**config.mk**
```make
export PLATFORM = sky130hd
export DESIGN_NAME = ddo_csr
export DESIGN_NICKNAME = d
export VERILOG_FILES = /design/src/rtl/ddo_pkg.sv /design/src/rtl/ddo_csr.sv
export SDC_FILE = /design/constraint.sdc
export NUM_CORES = 1
export LEC_CHECK = 0
export BUFFER_PORTS_ARGS = -buffer_cell sky130_fd_sc_hd__buf_2
export CORE_UTILIZATION = 51
export CTS_CLUSTER_DIAMETER = 100
export DETAILED_ROUTE_END_ITERATION = 10
export GPL_TIMING_DRIVEN = 0
export PLACE_DENSITY = 0.84
export SYNTH_ARGS = -nofsm -noshare
export SYNTH_HDL_FRONTEND = slang
export SYNTH_SLANG_ARGS = --single-unit
export TNS_END_PERCENT = 100
```
**constraint.sdc**
```tcl
create_clock -name clock -period 1.4 [get_ports clock]
set_input_delay 0 -clock clock [delete_from_list [all_inputs] [get_ports clock]]
set_output_delay 0 -clock clock [all_outputs]
set_load 0.03 [all_outputs]
```
**src/rtl/ddo_pkg.sv**
```systemverilog
// ----------------------------------------------------------------------------
// ddo_pkg
// Shared types, register codes and the CORDIC angle table for the odometry.
// ----------------------------------------------------------------------------
`default_nettype none

package ddo_pkg;

   localparam int CORDIC_STEPS_DEF = 20;
   localparam int CSR_INDEX_W      = 3;
   localparam int CSR_DATA_W       = 32;
   localparam int COUNT_W          = 32;
   localparam int POS_W            = 32;
   localparam int HEADING_W        = 25;

   typedef enum logic [CSR_INDEX_W-1:0] {
      REG_LEFT_STEP,
      REG_RIGHT_STEP,
      REG_INV_WHEELBASE,
      REG_GLITCH_LIMIT,
      REG_START_X,
      REG_START_Y,
      REG_START_HEADING
   } reg_index_type;

   typedef struct packed {
      logic [23:0]                  left_step;
      logic [23:0]                  right_step;
      logic [23:0]                  inv_wheelbase;
      logic [15:0]                  glitch_limit;
      logic signed [POS_W-1:0]      start_x;
      logic signed [POS_W-1:0]      start_y;
      logic signed [HEADING_W-1:0]  start_heading;
      logic                         pose_load;
   } cfg_type;

   typedef enum logic [4:0] {
      ST_IDLE,
      ST_MUL_L,
      ST_MUL_R,
      ST_DIFF,
      ST_RAT_LO,
      ST_RAT_HI,
      ST_VLOAD,
      ST_VEC,
      ST_HEAD,
      ST_RLOAD,
      ST_ROT,
      ST_TRIG,
      ST_X_LO,
      ST_X_HI,
      ST_Y_LO,
      ST_Y_HI,
      ST_POS_Y,
      ST_FINISH
   } state_type;

   typedef enum logic [4:0] {
      OP_NONE,
      OP_CAPTURE,
      OP_MUL_L,
      OP_MUL_R,
      OP_DIFF,
      OP_RAT_LO,
      OP_RAT_HI,
      OP_VLOAD,
      OP_VEC,
      OP_HEAD,
      OP_RLOAD,
      OP_ROT,
      OP_TRIG,
      OP_X_LO,
      OP_X_HI,
      OP_Y_LO,
      OP_Y_HI,
      OP_POS_Y
   } op_type;

   typedef struct packed {
      op_type op;
      logic   emit;
   } cmd_type;

   typedef struct packed {
      logic reject;
   } status_type;

   // atan(2^-i) in degrees, Q.24
   function automatic logic [31:0] ddo_atan_step(input logic [4:0] idx);
      logic [63:0] tail;
      begin
         tail = (64'd961263669 + (64'd1 << (idx - 5'd1))) >> idx;
         case (idx)
            5'd0:    ddo_atan_step = 32'd754974720;
            5'd1:    ddo_atan_step = 32'd445687602;
            5'd2:    ddo_atan_step = 32'd235489088;
            5'd3:    ddo_atan_step = 32'd119537938;
            5'd4:    ddo_atan_step = 32'd60000934;
            5'd5:    ddo_atan_step = 32'd30029717;
            5'd6:    ddo_atan_step = 32'd15018523;
            5'd7:    ddo_atan_step = 32'd7509720;
            5'd8:    ddo_atan_step = 32'd3754917;
            5'd9:    ddo_atan_step = 32'd1877466;
            5'd10:   ddo_atan_step = 32'd938734;
            5'd11:   ddo_atan_step = 32'd469367;
            5'd12:   ddo_atan_step = 32'd234684;
            5'd13:   ddo_atan_step = 32'd117342;
            5'd14:   ddo_atan_step = 32'd58671;
            5'd15:   ddo_atan_step = 32'd29335;
            default: ddo_atan_step = tail[31:0];
         endcase
      end
   endfunction

endpackage

`default_nettype wire

```
**src/rtl/ddo_csr.sv**
```systemverilog
// ----------------------------------------------------------------------------
// ddo_csr
// Configuration registers and the start-pose reload pulse.
// ----------------------------------------------------------------------------
`default_nettype none

module ddo_csr (
   input  wire logic                              clock,
   input  wire logic                              reset,
   input  wire logic                              csr_wen,
   input  wire logic [ddo_pkg::CSR_INDEX_W-1:0]   csr_index,
   input  wire logic [ddo_pkg::CSR_DATA_W-1:0]    csr_wdata,
   output ddo_pkg::cfg_type                       cfg
);
   import ddo_pkg::*;

   logic [23:0]                 left_step_ff, left_step_in;
   logic [23:0]                 right_step_ff, right_step_in;
   logic [23:0]                 inv_wb_ff, inv_wb_in;
   logic [15:0]                 glitch_ff, glitch_in;
   logic [POS_W-1:0]            start_x_ff, start_x_in;
   logic [POS_W-1:0]            start_y_ff, start_y_in;
   logic [HEADING_W-1:0]        start_head_ff, start_head_in;
   logic                        load_ff, load_in;

   always_comb begin
      left_step_in  = left_step_ff;
      right_step_in = right_step_ff;
      inv_wb_in     = inv_wb_ff;
      glitch_in     = glitch_ff;
      start_x_in    = start_x_ff;
      start_y_in    = start_y_ff;
      start_head_in = start_head_ff;
      load_in       = 1'b0;
      if (csr_wen) begin
         unique case (reg_index_type'(csr_index))
            REG_LEFT_STEP:     left_step_in  = csr_wdata[23:0];
            REG_RIGHT_STEP:    right_step_in = csr_wdata[23:0];
            REG_INV_WHEELBASE: inv_wb_in     = csr_wdata[23:0];
            REG_GLITCH_LIMIT:  glitch_in     = csr_wdata[15:0];
            REG_START_X: begin
               start_x_in = csr_wdata;
               load_in    = 1'b1;
            end
            REG_START_Y: begin
               start_y_in = csr_wdata;
               load_in    = 1'b1;
            end
            REG_START_HEADING: begin
               start_head_in = csr_wdata[HEADING_W-1:0];
               load_in       = 1'b1;
            end
            default: ;
         endcase
      end
   end

   always_ff @(posedge clock) begin
      if (reset) begin
         left_step_ff  <= '0;
         right_step_ff <= '0;
         inv_wb_ff     <= 24'd65793;
         glitch_ff     <= 16'd300;
         start_x_ff    <= '0;
         start_y_ff    <= '0;
         start_head_ff <= '0;
         load_ff       <= 1'b0;
      end else begin
         left_step_ff  <= left_step_in;
         right_step_ff <= right_step_in;
         inv_wb_ff     <= inv_wb_in;
         glitch_ff     <= glitch_in;
         start_x_ff    <= start_x_in;
         start_y_ff    <= start_y_in;
         start_head_ff <= start_head_in;
         load_ff       <= load_in;
      end
   end

   always_comb begin
      cfg.left_step     = left_step_ff;
      cfg.right_step    = right_step_ff;
      cfg.inv_wheelbase = inv_wb_ff;
      cfg.glitch_limit  = glitch_ff;
      cfg.start_x       = $signed(start_x_ff);
      cfg.start_y       = $signed(start_y_ff);
      cfg.start_heading = $signed(start_head_ff);
      cfg.pose_load     = load_ff;
   end

endmodule

`default_nettype wire

```
==> metrics.md, run 1 <==
| Metric | Value |
|---|---|
| Die area | 14,300 um^2 |
| GPL Wtd Cong | 0.795 |
| CTS Buf Count | 17 |
| Final Hold Viols | 0 |
| # rows | 42 |
| Clock period minus worst slack | 1260 ps |
| Final slew viol count | 0 |
| DRC | 0 |
| Post-synthesis cell area | 7040 um^2 |
| # setup viols final | 0 |
| 1st-pass router iterations | 5 |
| H-tree depth | 4 |
| Most common cell after layout, fill and taps aside | buf_2 |
| Slew @ Worst Pin | 558 ps |
| First-pass GRT wire length | 29.8 mm |
| Chip height | 120 um |
| Hold WS | 7.31 ps |
| Synth warn | 0 |
| Hold WC Path Type | input port to flip-flop |
| Type of origin of the critical path | input port |
| Max VDD drop | 0.760 mV |
| Design area | 9100 um^2 |
| Status | finished clean |
| Total Wirelength | 18.9 mm |
| Post-route ant nets | 0 |
| Port-buffer cells | 214 |
| DP Wirelength | 13.2 mm |
| # diodes | 0 |
| Cells after synthesis | 633 |
| Synth-to-layout area growth | 29.2% |
| TritonCTS clock tree | done |
| Sequential-to-total area share from yosys stat | 50.6% |
| RSZ-0062 raised after global routing | no |
| Worst-path fanout max | 10 |
| # IOs | 216 |
| Final Skew | 0 ps |
| Effective utilization at floorplan | 52.8% |
| Pin count of the biggest net entering global routing | 17 |
| Leakage | 4.77 nW |
| #FFs+latches synth | 178 |
| Max_slew headroom | 62.8% |
| Clk sink count | 178 |
| Syn Area/Cell | 11.1 um^2 |
| Clk buf depth | 2 |
| DRT iter0 DRCs | 241 |
| Core area | 13,300 um^2 |
| Routed vias/inst | 5.02 |
| CP Data Arrival Time | 1610 ps |
| Layout cell share with drive strength beyond 1 | 30.4% |
| Vias in the first global route | 5,531 |
| Synth cell types | 17 |
| Power per cell area | 1190 nW/um^2 |
| Critical path required time | 1740 ps |
| Post-CTS setup buffers | 0 |
| Die X | 120 um |
| Setup TNS | 0 ps |
| Clk root buf | clkbuf_16 |
| Period utilisation layout | 90.0% |
| Layout Nets | 923 |
| Syn_nets | 671 |
| Routed vias | 5,388 |
| Routed WL per cell | 17.6 um |
| CP Class | input port to flip-flop |
| Number of antenna violations at the first check in global routing | 0 |
| Clock Latency Late Sink | 420 ps |
| Area post-placement | 8340 um^2 |
| Most frequent cells in the layout | buf_2 (228), nand2b_1 (202), dfxtp_1 (178), mux2i_1 (177), clkbuf_1 (25) |
| Total global-route track usage | 27.3% |
| Clock-pin slew on the worst setup and hold paths | 70 ps |
| Max Clk Rate | 794 MHz |
| Gr ovfl total | 0 |
| Max-cap violations | 0 |
| Crit end category | flip-flop |
==> critical path, cell delays in order <==
cell and delay, ps:
buf_2 110, buf_4 160, dlygate4sd3_1 560, nand2_1 50
dlygate4sd3_1 560, a211oi_1 170
==> flip-flops by register name, indices dropped and copies added (netlist names) <==
signal	flops
start_y_ff	32
inv_wb_ff	24
left_step_ff	24
glitch_ff	16
start_head_ff	25
load_ff	1
right_step_ff	24
start_x_ff	32
==> cells in the mapped netlist, drive strengths merged <==
cell     count  area share [%]
nand2b     202              18
clkbuf      25             1.3
nand2        1           0.053
nor2        13            0.69
a211oi       1            0.11
and4b        1            0.14
or4b         1            0.14
and4bb       2            0.36
nand4bb      3            0.48
dfxtp      178              51
buf         24             2.2
mux2i      177              25
nor4bb       1            0.14
nor4b        1            0.34
nand4b       3            0.37
==> where the power goes <==
part	switching, mW	internal [mW]
registers	0.0579	5.18
clock network	2.01	2.59
logic	0.628	0.391
==> layer usage <==
| layer | vias to the layer above | routed length, um | track usage (%) |
|---|---|---|---|
| li1 | 2590 | - | - |
| met5 | - | 0 | 0 |
| met2 | 189 | 9000 | 46.1 |
| met3 | 31 | 1170 | 6.89 |
| met1 | 2578 | 8280 | 32.8 |
| met4 | 0 | 475 | 11.6 |
==> logic make-up after synthesis <==
group	count (synthesis)	synth area share (%)
buf+inv	49	3.50
flops	178	50.6
simple gates	228	20.7
compound gates	1	0.107
mux	177	25.2
==> area by class of cell <==
class	count	area, um^2
Sequential cell	178	3560
Buffer	49	248
Tap cell	176	220
Multi-Input combinational cell	406	3230
Fill cell	1074	4240
Clock buffer	21	470
Clock inverter	11	106
Timing Repair Buffer	233	1260
==> through the flow <==
step / instances / worst slack [ps] / util [%] / power [mW]
2_1_floorplan: 633 / 332 / - / 5.99
3_3_place_gp: 1023 / -324 / 62.4 / 6.31
3_5_place_dp: 1023 / -369 / 62.4 / 6.32
4_1_cts: 1074 / 68.4 / 68.2 / 10.9
5_1_grt: 1074 / 72.9 / 68.2 / 11.2
6_report: 1074 / 140 / 68.2 / 10.9
==> timing repair <==
item                                    CTS  global route
hold buffers                             19             0
resized for setup                         0             2
hold endpoints to repair                 32             0
endpoints found under the setup margin    0             8
==> worst paths after layout <==
check	startpoint	end	slack, ps	cells past startpoint
worst min-delay path	csr_wdata[19]	inv_wb_ff[19]	7	3
worst min register to register	start_head_ff[14]	start_head_ff[14]	470	2
worst max-delay path	csr_index[2]	load_ff	140	6
worst max register to register	start_head_ff[16]	start_head_ff[16]	740	2
Note: power is estimated with default switching activity, not from simulation.
==> run 2: changes to the inputs <==
--- a/config.mk
+++ b/config.mk
@@ -9,7 +9,6 @@
 export CORE_UTILIZATION = 51
 export CTS_CLUSTER_DIAMETER = 100
 export DETAILED_ROUTE_END_ITERATION = 10
-export GPL_TIMING_DRIVEN = 0
 export PLACE_DENSITY = 0.84
 export SYNTH_ARGS = -nofsm -noshare
 export SYNTH_HDL_FRONTEND = slang
==> run 2 against run 1 <==
Against the previous run: worst setup slack worse by 80 ps; global-route usage is 2.2 points lower; sequential power hardly changed; largest cell class unchanged; clock skew stayed put; critical endpoint is now left_step_ff[20]; first-iteration DRC count is 14% higher; clock power is 6.1% higher; register-to-register slack worse by 30 ps; hold slack better by 10 ps; utilization is 0.40 points higher; fmax is 6.0% lower; wire length is 7.6% lower.
==> metrics.md, run 2 (synthesis results as in run 1) <==
| Metric | Value |
|---|---|
| Hold WC Path Type | input port to flip-flop (unchanged) |
| Most common cell after layout, fill and taps aside | buf_2 (unchanged) |
| Type of origin of the critical path | input port (unchanged) |
| CP Class | input port to flip-flop (unchanged) |
| Worst Setup SP | csr_wen (was csr_index[2]) |
| Setup TNS | 0 ps (unchanged) |
| Post-cts resize count | 0 (unchanged) |
| Setup ws final | 59.4 ps (was 140 ps) |
| # rows | 42 (unchanged) |
| Leakage | 4.82 nW (was 4.77 nW) |
| Sw Ratio | 23.3% (was 24.8%) |
| Place WS | 178 ps (was -369 ps) |
| First-pass GRT wire length | 27.9 mm (was 29.8 mm) |
| Post-CTS Hold Fix Bufs | 19 (unchanged) |
| Pin count of the biggest net entering global routing | 60 (was 17) |
| Critical path required time | 1690 ps (was 1740 ps) |
| Post-route ant nets | 0 (unchanged) |
| Total global-route track usage | 25.0% (was 27.3%) |
| Post-CTS setup buffers | 0 (unchanged) |
| Worst R2R End | start_x_ff[7] (was start_head_ff[16]) |
| RSZ-0062 raised after global routing | no (unchanged) |
| Layout cell share with drive strength beyond 1 | 31.3% (was 30.4%) |
| Most frequent cells in the layout | buf_2 (214), nand2b_1 (202), dfxtp_1 (178), mux2i_1 (177), dlygate4sd3_1 (19) (was buf_2 (228), nand2b_1 (202), dfxtp_1 (178), mux2i_1 (177), clkbuf_1 (25)) |
| Power per cell area | 1210 nW/um^2 (was 1190 nW/um^2) |
| Core area | 13,300 um^2 (unchanged) |
| Final Hold Viols | 0 (unchanged) |
| DRC | 0 (unchanged) |
| Routed vias/inst | 5.02 (about the same) |
| Final Skew | 0 ps (unchanged) |
| Max VDD drop | 0.888 mV (was 0.760 mV) |
| Period utilisation layout | 95.8% (was 90.0%) |
| Gr ovfl total | 0 (unchanged) |
| Layout Utilization | 68.6% (was 68.2%) |
| Max-cap violations | 0 (unchanged) |
| Hold WS | 17.6 ps (was 7.31 ps) |
| Number of antenna violations at the first check in global routing | 0 (unchanged) |
| Port-buffer cells | 215 (was 214) |
| Worst-path fanout max | 18 (was 10) |
| Clk buf depth | 2 (unchanged) |
| Capture point of the worst path | left_step_ff[20] (was load_ff) |
| # diodes | 0 (unchanged) |
| 1st-pass router iterations | 4 (was 5) |
| Design area | 9160 um^2 (was 9100 um^2) |
| Vias in the first global route | 5,414 (was 5,531) |
| Layout Nets | 898 (was 923) |
| Chip height | 120 um (unchanged) |
| Logic gate share of total power | 9.1% (was 9.4%) |
| Die X | 120 um (unchanged) |
| # setup viols final | 0 (unchanged) |
| CTS Buf Count | 17 (unchanged) |
| Effective utilization at floorplan | 52.8% (unchanged) |
| Clock period minus worst slack | 1340 ps (was 1260 ps) |
| # IOs | 216 (unchanged) |
| DP Wirelength | 11.7 mm (was 13.2 mm) |
| Total Wirelength | 17.5 mm (was 18.9 mm) |
| Reg-to-reg startpoint | start_x_ff[7] (was start_head_ff[16]) |
| R2R depth | 2 (unchanged) |
| Die area | 14,300 um^2 (unchanged) |
| Final slew viol count | 0 (unchanged) |
| Status | finished clean (unchanged) |
| R2r setup slk | 710 ps (was 740 ps) |
| Slew @ Worst Pin | 430 ps (was 558 ps) |
| Clock group share of total power | 43.8% (was 42.4%) |
| Clk root buf | clkbuf_16 (unchanged) |
| DRT iter0 DRCs | 275 (was 241) |
| Pwr Total | 11.1 mW (was 10.9 mW) |
| Routed vias | 5,262 (was 5,388) |
| Clock-pin slew on the worst setup and hold paths | 70 ps (about the same) |
| Switching power | 2.59 mW (was 2.69 mW) |
| Largest regs | start_x_ff (32), start_y_ff (32), start_head_ff (25) (unchanged) |
| Dpl cells | 998 (was 1,023) |
| Max_slew headroom | 71.4% (was 62.8%) |
| Seq pwr share | 47.0% (was 48.2%) |
| Max Clk Rate | 746 MHz (was 794 MHz) |
| TritonCTS clock tree | done (unchanged) |
| GPL Wtd Cong | 0.774 (was 0.795) |
| Routed WL per cell | 16.7 um (was 17.6 um) |
| H-tree depth | 4 (unchanged) |
| Crit end category | flip-flop (unchanged) |
| CP Data Arrival Time | 1630 ps (was 1610 ps) |
| Synth-to-layout area growth | 30.0% (was 29.2%) |
| Internal power | 8.53 mW (was 8.16 mW) |
| Clk sink count | 178 (unchanged) |
| Clock Latency Late Sink | 420 ps (about the same) |
| Final cell count without fillers | 1,049 (was 1,074) |
| Area post-placement | 8360 um^2 (was 8340 um^2) |
==> run 2: worst max-delay path, cell delays in order <==
cell and delay, ps:
dlygate4sd3_1 520, buf_2 240, or4b_1 520, buf_12 200, mux2i_1 140
==> run 2: power by group through the flow <==
stage	Clock [mW]	Sequential, mW	Combinational (mW)
after floorplan	0	5.56	0.430
after global placement	0	5.34	0.958
after detailed placement	0	5.34	0.969
after CTS	4.92	5.23	1.01
after global routing	5.15	5.24	1.07
final	4.88	5.23	1.01
==> run 2: how the worst min path moves through the flow <==
| stage | from | endpoint | slack [ps] | cells past startpoint |
|---|---|---|---|---|
| after CTS | csr_wdata[17] | start_y_ff[17] | 6 | 3 |
| after detailed placement | csr_wdata[3] | glitch_ff[3] | 280 | 3 |
| final | csr_wdata[17] | start_y_ff[17] | 20 | 3 |
| after floorplan | csr_wdata[0] | inv_wb_ff[0] | 170 | 2 |
| after global placement | csr_wdata[2] | glitch_ff[2] | 270 | 3 |
| after global routing | csr_wdata[13] | left_step_ff[13] | 40 | 3 |
==> run 2: layer usage <==
layer | part of all wire [%] | GRT usage (%) | up-vias
met5 | 0 | 0 | -
met4 | 2.3 | 10.2 | 0
met3 | 6.4 | 6.56 | 35
met2 | 47 | 42.2 | 183
met1 | 44 | 30.3 | 2493
li1 | - | - | 2551
==> run 2: layout make-up <==
class	instances	area, um^2
clock buffer	23	478
clock inverter	9	129
fill	1018	4190
multi-input combinational	406	3250
sequential	178	3560
tap	176	220
timing repair buffer	257	1520
