File: src/rtl/ddo_pkg.sv
// ----------------------------------------------------------------------------
// ddo_pkg
// Shared types, register codes and the CORDIC angle table for the odometry.
// ----------------------------------------------------------------------------
`default_nettype none

package ddo_pkg;

   localparam int CORDIC_STEPS_DEF = 20;
   localparam int CSR_INDEX_W      = 3;
   localparam int CSR_DATA_W       = 32;
   localparam int COUNT_W          = 32;
   localparam int POS_W            = 32;
   localparam int HEADING_W        = 25;

   typedef enum logic [CSR_INDEX_W-1:0] {
      REG_LEFT_STEP,
      REG_RIGHT_STEP,
      REG_INV_WHEELBASE,
      REG_GLITCH_LIMIT,
      REG_START_X,
      REG_START_Y,
      REG_START_HEADING
   } reg_index_type;

   typedef struct packed {
      logic [23:0]                  left_step;
      logic [23:0]                  right_step;
      logic [23:0]                  inv_wheelbase;
      logic [15:0]                  glitch_limit;
      logic signed [POS_W-1:0]      start_x;
      logic signed [POS_W-1:0]      start_y;
      logic signed [HEADING_W-1:0]  start_heading;
      logic                         pose_load;
   } cfg_type;

   typedef enum logic [4:0] {
      ST_IDLE,
      ST_MUL_L,
      ST_MUL_R,
      ST_DIFF,
      ST_RAT_LO,
      ST_RAT_HI,
      ST_VLOAD,
      ST_VEC,
      ST_HEAD,
      ST_RLOAD,
      ST_ROT,
      ST_TRIG,
      ST_X_LO,
      ST_X_HI,
      ST_Y_LO,
      ST_Y_HI,
      ST_POS_Y,
      ST_FINISH
   } state_type;

   typedef enum logic [4:0] {
      OP_NONE,
      OP_CAPTURE,
      OP_MUL_L,
      OP_MUL_R,
      OP_DIFF,
      OP_RAT_LO,
      OP_RAT_HI,
      OP_VLOAD,
      OP_VEC,
      OP_HEAD,
      OP_RLOAD,
      OP_ROT,
      OP_TRIG,
      OP_X_LO,
      OP_X_HI,
      OP_Y_LO,
      OP_Y_HI,
      OP_POS_Y
   } op_type;

   typedef struct packed {
      op_type op;
      logic   emit;
   } cmd_type;

   typedef struct packed {
      logic reject;
   } status_type;

   // atan(2^-i) in degrees, Q.24
   function automatic logic [31:0] ddo_atan_step(input logic [4:0] idx);
      logic [63:0] tail;
      begin
         tail = (64'd961263669 + (64'd1 << (idx - 5'd1))) >> idx;
         case (idx)
            5'd0:    ddo_atan_step = 32'd754974720;
            5'd1:    ddo_atan_step = 32'd445687602;
            5'd2:    ddo_atan_step = 32'd235489088;
            5'd3:    ddo_atan_step = 32'd119537938;
            5'd4:    ddo_atan_step = 32'd60000934;
            5'd5:    ddo_atan_step = 32'd30029717;
            5'd6:    ddo_atan_step = 32'd15018523;
            5'd7:    ddo_atan_step = 32'd7509720;
            5'd8:    ddo_atan_step = 32'd3754917;
            5'd9:    ddo_atan_step = 32'd1877466;
            5'd10:   ddo_atan_step = 32'd938734;
            5'd11:   ddo_atan_step = 32'd469367;
            5'd12:   ddo_atan_step = 32'd234684;
            5'd13:   ddo_atan_step = 32'd117342;
            5'd14:   ddo_atan_step = 32'd58671;
            5'd15:   ddo_atan_step = 32'd29335;
            default: ddo_atan_step = tail[31:0];
         endcase
      end
   endfunction

endpackage

`default_nettype wire

File: src/rtl/ddo_dp.sv
// ----------------------------------------------------------------------------
// ddo_dp
// Odometry datapath: deltas, shared multiplier, shared CORDIC, pose.
// ----------------------------------------------------------------------------
`default_nettype none

module ddo_dp #(
   parameter int CORDIC_STEPS = ddo_pkg::CORDIC_STEPS_DEF
) (
   input  wire logic                                   clock,
   input  wire logic                                   reset,
   input  ddo_pkg::cfg_type                            cfg,
   input  ddo_pkg::cmd_type                            cmd,
   input  wire logic [$clog2(CORDIC_STEPS)-1:0]        iter,
   input  wire logic [ddo_pkg::COUNT_W-1:0]            left_count,
   input  wire logic [ddo_pkg::COUNT_W-1:0]            right_count,
   output ddo_pkg::status_type                         status,
   output logic signed [ddo_pkg::POS_W-1:0]            pos_x,
   output logic signed [ddo_pkg::POS_W-1:0]            pos_y,
   output logic signed [ddo_pkg::HEADING_W-1:0]        heading_out
);
   import ddo_pkg::*;

   localparam logic signed [26:0] HALF_TURN   = 27'sd11796480;
   localparam logic signed [26:0] FULL_TURN   = 27'sd23592960;
   localparam logic signed [33:0] QUARTER_Q24 = 34'sd1509949440;
   localparam logic signed [33:0] HALF_Q24    = 34'sd3019898880;
   localparam logic signed [57:0] GAIN_INV    = 58'sd652032874;
   localparam logic signed [57:0] VEC_X0      = 58'sd1073741824;

   function automatic logic signed [HEADING_W-1:0] wrap_heading(
      input logic signed [26:0] h);
      logic signed [26:0] r;
      begin
         if (h >= HALF_TURN) r = h - FULL_TURN;
         else if (h < -HALF_TURN) r = h + FULL_TURN;
         else r = h;
         wrap_heading = r[HEADING_W-1:0];
      end
   endfunction

   logic [COUNT_W-1:0]          prev_left_ff, prev_left_in;
   logic [COUNT_W-1:0]          prev_right_ff, prev_right_in;
   logic signed [16:0]          dl_ff, dl_in, dr_ff, dr_in;
   logic                        reject_ff, reject_in;
   logic signed [40:0]          distl_ff, distl_in, distr_ff, distr_in;
   logic [41:0]                 dmag_ff, dmag_in;
   logic                        dneg_ff, dneg_in;
   logic signed [32:0]          travel_ff, travel_in;
   logic signed [65:0]          acc_ff, acc_in;
   logic                        rzero_ff, rzero_in;
   logic                        fold_ff, fold_in;
   logic signed [57:0]          cx_ff, cx_in, cy_ff, cy_in;
   logic signed [33:0]          cz_ff, cz_in;
   logic signed [32:0]          c_ff, c_in, s_ff, s_in;
   logic signed [POS_W-1:0]     pose_x_ff, pose_x_in, pose_y_ff, pose_y_in;
   logic signed [HEADING_W-1:0] head_ff, head_in;

   logic [COUNT_W-1:0]          dl_full, dr_full, dl_abs, dr_abs;
   logic [COUNT_W:0]            mag;
   logic signed [21:0]          mul_a;
   logic signed [32:0]          mul_b;
   logic signed [54:0]          prod;
   logic signed [65:0]          prod_ext;
   logic signed [41:0]          diff;
   logic signed [42:0]          tsum;
   logic [41:0]                 rmag;
   logic signed [41:0]          ratio;
   logic signed [33:0]          zr;
   logic signed [25:0]          atan_q16;
   logic signed [33:0]          hz;
   logic signed [57:0]          xs, ys;
   logic signed [33:0]          ang;
   logic                        sigma;
   logic signed [65:0]          rounded;

   assign dl_full = left_count - prev_left_ff;
   assign dr_full = right_count - prev_right_ff;
   assign dl_abs  = dl_full[COUNT_W-1] ? (~dl_full + 32'd1) : dl_full;
   assign dr_abs  = dr_full[COUNT_W-1] ? (~dr_full + 32'd1) : dr_full;
   assign mag     = {1'b0, dl_abs} + {1'b0, dr_abs};

   always_comb begin
      mul_a = '0;
      mul_b = '0;
      case (cmd.op)
         OP_MUL_L: begin
            mul_a = 22'(dl_ff);
            mul_b = $signed({9'b0, cfg.left_step});
         end
         OP_MUL_R: begin
            mul_a = 22'(dr_ff);
            mul_b = $signed({9'b0, cfg.right_step});
         end
         OP_RAT_LO: begin
            mul_a = $signed({1'b0, dmag_ff[20:0]});
            mul_b = $signed({9'b0, cfg.inv_wheelbase});
         end
         OP_RAT_HI: begin
            mul_a = $signed({1'b0, dmag_ff[41:21]});
            mul_b = $signed({9'b0, cfg.inv_wheelbase});
         end
         OP_X_LO: begin
            mul_a = $signed({6'b0, travel_ff[15:0]});
            mul_b = c_ff;
         end
         OP_X_HI: begin
            mul_a = 22'($signed(travel_ff[32:16]));
            mul_b = c_ff;
         end
         OP_Y_LO: begin
            mul_a = $signed({6'b0, travel_ff[15:0]});
            mul_b = s_ff;
         end
         OP_Y_HI: begin
            mul_a = 22'($signed(travel_ff[32:16]));
            mul_b = s_ff;
         end
         default: ;
      endcase
   end

   assign prod     = mul_a * mul_b;
   assign prod_ext = 66'(prod);

   assign diff     = 42'(distl_ff) - 42'(distr_ff);
   assign tsum     = 43'(distl_ff) + 43'(distr_ff) + 43'sd256;
   assign rmag     = acc_ff[65:24];
   assign ratio    = dneg_ff ? -$signed(rmag) : $signed(rmag);
   assign zr       = cz_ff + 34'sd128;
   assign atan_q16 = rzero_ff ? 26'sd0 : zr[33:8];
   assign hz       = 34'(head_ff) <<< 8;
   assign xs       = cx_ff >>> iter;
   assign ys       = cy_ff >>> iter;
   assign ang      = $signed({2'b0, ddo_atan_step(5'(iter))});
   assign sigma    = (cmd.op == OP_VEC) ? cy_ff[57] : ~cz_ff[33];
   assign rounded  = acc_ff + 66'sd536870912;

   always_comb begin
      prev_left_in  = prev_left_ff;
      prev_right_in = prev_right_ff;
      dl_in         = dl_ff;
      dr_in         = dr_ff;
      reject_in     = reject_ff;
      distl_in      = distl_ff;
      distr_in      = distr_ff;
      dmag_in       = dmag_ff;
      dneg_in       = dneg_ff;
      travel_in     = travel_ff;
      acc_in        = acc_ff;
      rzero_in      = rzero_ff;
      fold_in       = fold_ff;
      cx_in         = cx_ff;
      cy_in         = cy_ff;
      cz_in         = cz_ff;
      c_in          = c_ff;
      s_in          = s_ff;
      pose_x_in     = pose_x_ff;
      pose_y_in     = pose_y_ff;
      head_in       = head_ff;
      case (cmd.op)
         OP_CAPTURE: begin
            prev_left_in  = left_count;
            prev_right_in = right_count;
            dl_in         = $signed(dl_full[16:0]);
            dr_in         = $signed(dr_full[16:0]);
            reject_in     = (mag >= {17'b0, cfg.glitch_limit});
         end
         OP_MUL_L: distl_in = prod[40:0];
         OP_MUL_R: distr_in = prod[40:0];
         OP_DIFF: begin
            dneg_in   = diff[41];
            dmag_in   = diff[41] ? 42'(-diff) : 42'(diff);
            travel_in = tsum[41:9];
         end
         OP_RAT_LO: acc_in = prod_ext;
         OP_RAT_HI: acc_in = acc_ff + (prod_ext <<< 21);
         OP_VLOAD: begin
            rzero_in = (rmag == 42'd0);
            cx_in    = VEC_X0;
            cy_in    = 58'(ratio) <<< 14;
            cz_in    = '0;
         end
         OP_VEC, OP_ROT: begin
            if (sigma) begin
               cx_in = cx_ff - ys;
               cy_in = cy_ff + xs;
               cz_in = cz_ff - ang;
            end else begin
               cx_in = cx_ff + ys;
               cy_in = cy_ff - xs;
               cz_in = cz_ff + ang;
            end
         end
         OP_HEAD: head_in = wrap_heading(27'(head_ff) + 27'(atan_q16));
         OP_RLOAD: begin
            cx_in = GAIN_INV;
            cy_in = '0;
            if (hz > QUARTER_Q24) begin
               cz_in   = hz - HALF_Q24;
               fold_in = 1'b1;
            end else if (hz < -QUARTER_Q24) begin
               cz_in   = hz + HALF_Q24;
               fold_in = 1'b1;
            end else begin
               cz_in   = hz;
               fold_in = 1'b0;
            end
         end
         OP_TRIG: begin
            c_in = 33'(fold_ff ? -cx_ff : cx_ff);
            s_in = 33'(fold_ff ? -cy_ff : cy_ff);
         end
         OP_X_LO: acc_in = prod_ext;
         OP_X_HI: acc_in = acc_ff + (prod_ext <<< 16);
         OP_Y_LO: begin
            pose_x_in = pose_x_ff + rounded[61:30];
            acc_in    = prod_ext;
         end
         OP_Y_HI: acc_in = acc_ff + (prod_ext <<< 16);
         OP_POS_Y: pose_y_in = pose_y_ff + rounded[61:30];
         default: ;
      endcase
      if (cfg.pose_load) begin
         pose_x_in = cfg.start_x;
         pose_y_in = cfg.start_y;
         head_in   = wrap_heading(27'(cfg.start_heading));
      end
   end

   always_ff @(posedge clock) begin
      if (reset) begin
         prev_left_ff  <= '0;
         prev_right_ff <= '0;
         reject_ff     <= 1'b0;
         pose_x_ff     <= '0;
         pose_y_ff     <= '0;
         head_ff       <= '0;
      end else begin
         prev_left_ff  <= prev_left_in;
         prev_right_ff <= prev_right_in;
         reject_ff     <= reject_in;
         pose_x_ff     <= pose_x_in;
         pose_y_ff     <= pose_y_in;
         head_ff       <= head_in;
      end
   end

   always_ff @(posedge clock) begin
      dl_ff     <= dl_in;
      dr_ff     <= dr_in;
      distl_ff  <= distl_in;
      distr_ff  <= distr_in;
      dmag_ff   <= dmag_in;
      dneg_ff   <= dneg_in;
      travel_ff <= travel_in;
      acc_ff    <= acc_in;
      rzero_ff  <= rzero_in;
      fold_ff   <= fold_in;
      cx_ff     <= cx_in;
      cy_ff     <= cy_in;
      cz_ff     <= cz_in;
      c_ff      <= c_in;
      s_ff      <= s_in;
   end

   assign status.reject = reject_ff;
   assign pos_x         = pose_x_ff;
   assign pos_y         = pose_y_ff;
   assign heading_out   = head_ff;

endmodule

`default_nettype wire

File: config.mk
export PLATFORM = sky130hd
export DESIGN_NAME = ddo_dp
export DESIGN_NICKNAME = d
export VERILOG_FILES = /design/src/rtl/ddo_pkg.sv /design/src/rtl/ddo_dp.sv
export SDC_FILE = /design/constraint.sdc
export NUM_CORES = 2
export LEC_CHECK = 0
export BUFFER_PORTS_ARGS = -buffer_cell sky130_fd_sc_hd__buf_2
export CORE_ASPECT_RATIO = 2
export CORE_UTILIZATION = 30
export CTS_CLUSTER_SIZE = 40
export DETAILED_ROUTE_END_ITERATION = 8
export SLEW_MARGIN = 20
export SYNTH_ARGS = -nofsm -noshare
export SYNTH_HDL_FRONTEND = slang
export SYNTH_SLANG_ARGS = --single-unit
File: constraint.sdc
create_clock -name clock -period 22.1 [get_ports clock]
set_input_delay 4.42 -clock clock [delete_from_list [all_inputs] [get_ports clock]]
set_output_delay 4.42 -clock clock [all_outputs]
set_load 0.01 [all_outputs]
==> flow_summary_export.csv <==
group,metric,value,unit
run_status,status,"completed",
timing,finalSetupViolCount,0,
timing,slew_violations,0,
cts,post_cts_resized,0,
placed_design,placedInstanceArea,0.0980,mm^2
yosys,synthCells,10700,
yosys,yosysWarnings,0,
route,routed_wl,350,mm
route,vias_per_cell,5.53,
placed_design,dpl.cell_count,14800,
power,pwr-share-seq,25.1,%
power,comb_power_share,52.6,%
floorplanning,die_w,393,um
setup_path,crit_start,"cmd[3]",
cts,cts.clk_slew.worst_paths,0.07,ns
cells_and_area,utilization,33.1,%
grt,grt_util_all_layers,22.3,%
timing,finalHoldViolCount,0,
yosys,synth_ff_type,"edfxtp_1",
cts,cts_hold_buf,0,
cts,cts_sinks,614,
grt,grt_max_degree,102,
cts,cts_tree,"yes",
timing,relSlewSlack,16.2,%
timing,clock_skew,0.0781,ns
power,p_clk_share,22.3,%
setup_path,cpPeakStageDelay,0.80,ns
yosys,async_flop_share,0,%
power,power_density,57.4,mW/mm^2
power,switching_share,44.7,%
yosys,yosysUniqueCellTypes,102,
yosys,syn_nets,12400,
cells_and_area,nNetsFinal,12500,
route,drc,0,
cts,clk_latency,0.74,ns
route,detail_route.wl_per_cell,23.5,um
floorplanning,die_h,784,um
job,cap_violations,0,
grt,grt_pass1_vias,83700,
route,first_iter_violations,5482,
placed_design,hpwl,281,mm
timing,min_period_over_period,80.7,%
timing,setup_tns,0,ns
route,antenna_left,0,
setup_path,critPathRequiredTime,22.57,ns
cts,cts-root-buf,"clkbuf_16",
setup_path,path_class,"input pin to flip-flop",
grt,overflow,0,
power,p_leak,42.7,nW
setup_path,cpMaxStageDelayCell,"a221o_1",
cells_and_area,final_area,0.100,mm^2
hold_path,hp-start,"prev_right_ff[23]$_SDFFE_PP0N_",
timing,setup_slack,4.26,ns
cts,cts_buffers,66,
timing,rsz0062_at_grt,"false",
cts,cts_buffer_depth,3,
route,firstDrtPassIters,9,
timing,worst_pin_slew,1.25,ns
grt,grt_pass1_wl,516,mm
setup_path,worstPathArrival,18.30,ns
cells_and_area,syn2layout_area_growth,9.55,%
timing,fin_crit,17.84,ns
cts,postCtsSetupRepairBufs,0,
setup_path,crit_family,"compound AO/OA/AOI/OAI gates",
grt,grt_antenna_before_repair,56,
placed_design,io_buffers,343,
floorplanning,die_area,0.308,mm^2
yosys,synth-edff-count,460,
floorplanning,ios,345,
setup_path,critPathBufInv,11,
route,num_vias,82400,
cells_and_area,layout-drive-gt1-share,8.66,%
yosys,avgSynthCellArea,8.55,um^2
setup_path,setup.worst_path.end_class,"flip-flop",
setup_path,reg2reg_from,"dr_ff[16]$_DFFE_PN_",
floorplanning,rows,286,
floorplanning,core-area,0.303,mm^2
power,p_sw,2.57,mW
placed_design,dp_slack,3.73,ns
setup_path,cp-start-kind,"input pin",
floorplanning,start_util,30.2,%
power,totalPowerFinal,5.76,mW
yosys,seq_area_frac_synth,18.4,%
timing,maxClockFrequency,0.0561,GHz
timing,fin_hold_ws,0.454,ns
yosys,synth-seq-cells,614,
cells_and_area,layout.cells.non_filler,14900,
placed_design,place.gp.congestion,0.985,
hold_path,hold_path_class,"flip-flop to flip-flop",
yosys,synth_area,0.0916,mm^2
cts,ctsHtreeMaxLevel,3,
power,irDropWorstVdd,0.0723,mV
setup_path,crit_fanout,43,
power,p_int,3.19,mW
setup_path,crit_top_cell,"fa_1",
==> routing by layer <==
metal	track usage (%)	part of all wire [%]
met1	22.0	33
met2	40.5	51
met3	3.53	5.9
met4	18.8	9.9
met5	0	0.078
==> layout by cell type (no fill, tap or decap), types with 82 or more instances in the layout <==
master	netlist	routed
o21a_1	110	110
xnor2_1	487	484
or3_1	84	83
a21oi_1	781	780
ha_1	744	744
dfxtp_1	154	154
nor2_1	888	880
nand3_1	148	146
edfxtp_1	460	460
buf_2	23	336
inv_1	1106	1104
nand2_1	1239	1239
nor3_1	187	184
nor2b_1	82	82
fa_1	733	733
buf_4	4	165
a21o_1	265	265
o21ai_0	531	530
mux4_2	174	174
xor2_1	330	330
nand2b_1	93	93
a31oi_1	105	105
nand4_1	97	97
mux2i_1	130	130
==> registers in the layout, indices dropped and copies added (netlist names), 33 cells and up <==
signal     cells
cz_ff         34
travel_ff     33
cx_ff         58
acc_ff        50
c_ff          33
s_ff          33
dmag_ff       42
cy_ff         58
distl_ff      41
distr_ff      41
==> final timing paths <==
path	cells past startpoint	end	slack (ns)
setup / recovery	49	acc_ff[61]$_DFFE_PP_	4.26
hold / removal	2	prev_right_ff[23]$_SDFFE_PP0N_	0.45
setup reg to reg	36	acc_ff[65]$_DFFE_PP_	9.53
hold reg to reg	2	prev_right_ff[23]$_SDFFE_PP0N_	0.45
==> power groups by stage <==
stage	clock network [mW]	logic, mW	registers, mW
global route	1.34	3.29	1.45
finish	1.29	3.03	1.45
detailed placement	0	2.97	1.47
floorplan	0	2.11	1.41
CTS	1.31	2.99	1.44
global placement	0	2.96	1.46
==> worst reg2reg max path: cells and delay by family (launching register included) <==
kind	cells	cell delay (ns)
buffers and inverters	6	0.87
DFF	1	0.59
xor gates and xnor gates	2	1.06
and+or+nand+nor	6	1.31
AOI/OAI and AO/OA	12	3.40
adders and majority gates	9	4.92
muxes	1	0.17
==> Yosys cell counts (82+ instances only) <==
| cell | count | share of area (%) |
|---|---|---|
| xnor2_1 | 487 | 4.7 |
| o21ai_0 | 531 | 2.9 |
| nor2_1 | 888 | 3.6 |
| nor3_1 | 187 | 1.0 |
| edfxtp_1 | 460 | 15 |
| dfxtp_1 | 154 | 3.4 |
| o22ai_1 | 82 | 0.56 |
| nand2b_1 | 93 | 0.64 |
| o21a_1 | 110 | 0.90 |
| mux2i_1 | 130 | 1.4 |
| xor2_1 | 330 | 3.2 |
| nand4_1 | 97 | 0.66 |
| a21o_1 | 265 | 2.2 |
| mux4_2 | 174 | 4.3 |
| fa_1 | 733 | 16 |
| nor2b_1 | 82 | 0.56 |
| nand2_1 | 1239 | 5.1 |
| or3_1 | 84 | 0.57 |
| a21oi_1 | 781 | 4.3 |
| a31oi_1 | 105 | 0.72 |
| ha_1 | 744 | 10 |
| nand3_1 | 148 | 0.81 |
| inv_1 | 1106 | 4.5 |
| clkbuf_1 | 386 | 1.6 |
==> final cells by class <==
class                           count  area, um^2
Timing Repair Buffer              504        2960
Clock inverter                     37         536
Inverter                         1113        4190
Clock buffer                       83        1820
Sequential cell                   614       16900
Antenna cell                       17        42.5
Fill cell                       32200      203000
Tap cell                         4032        5040
Multi-Input combinational cell   8505       68900
==> cell families (layout without fill, tap and decap cells) <==
logic type                 Yosys count  count (layout)  share of synthesized area [%]
muxes                              335             335                           6.08
DFF                                614             614                           18.4
and+or+nand+nor                   3217            3217                           16.1
buffers and inverters             1596            1737                           6.66
other                                0              17                              0
adders and majority gates         1477            1477                           26.2
AOI/OAI and AO/OA                 2657            2657                           18.7
xor gates and xnor gates           819             819                           7.86
No activity file was read; power rests on OpenSTA's default activity.
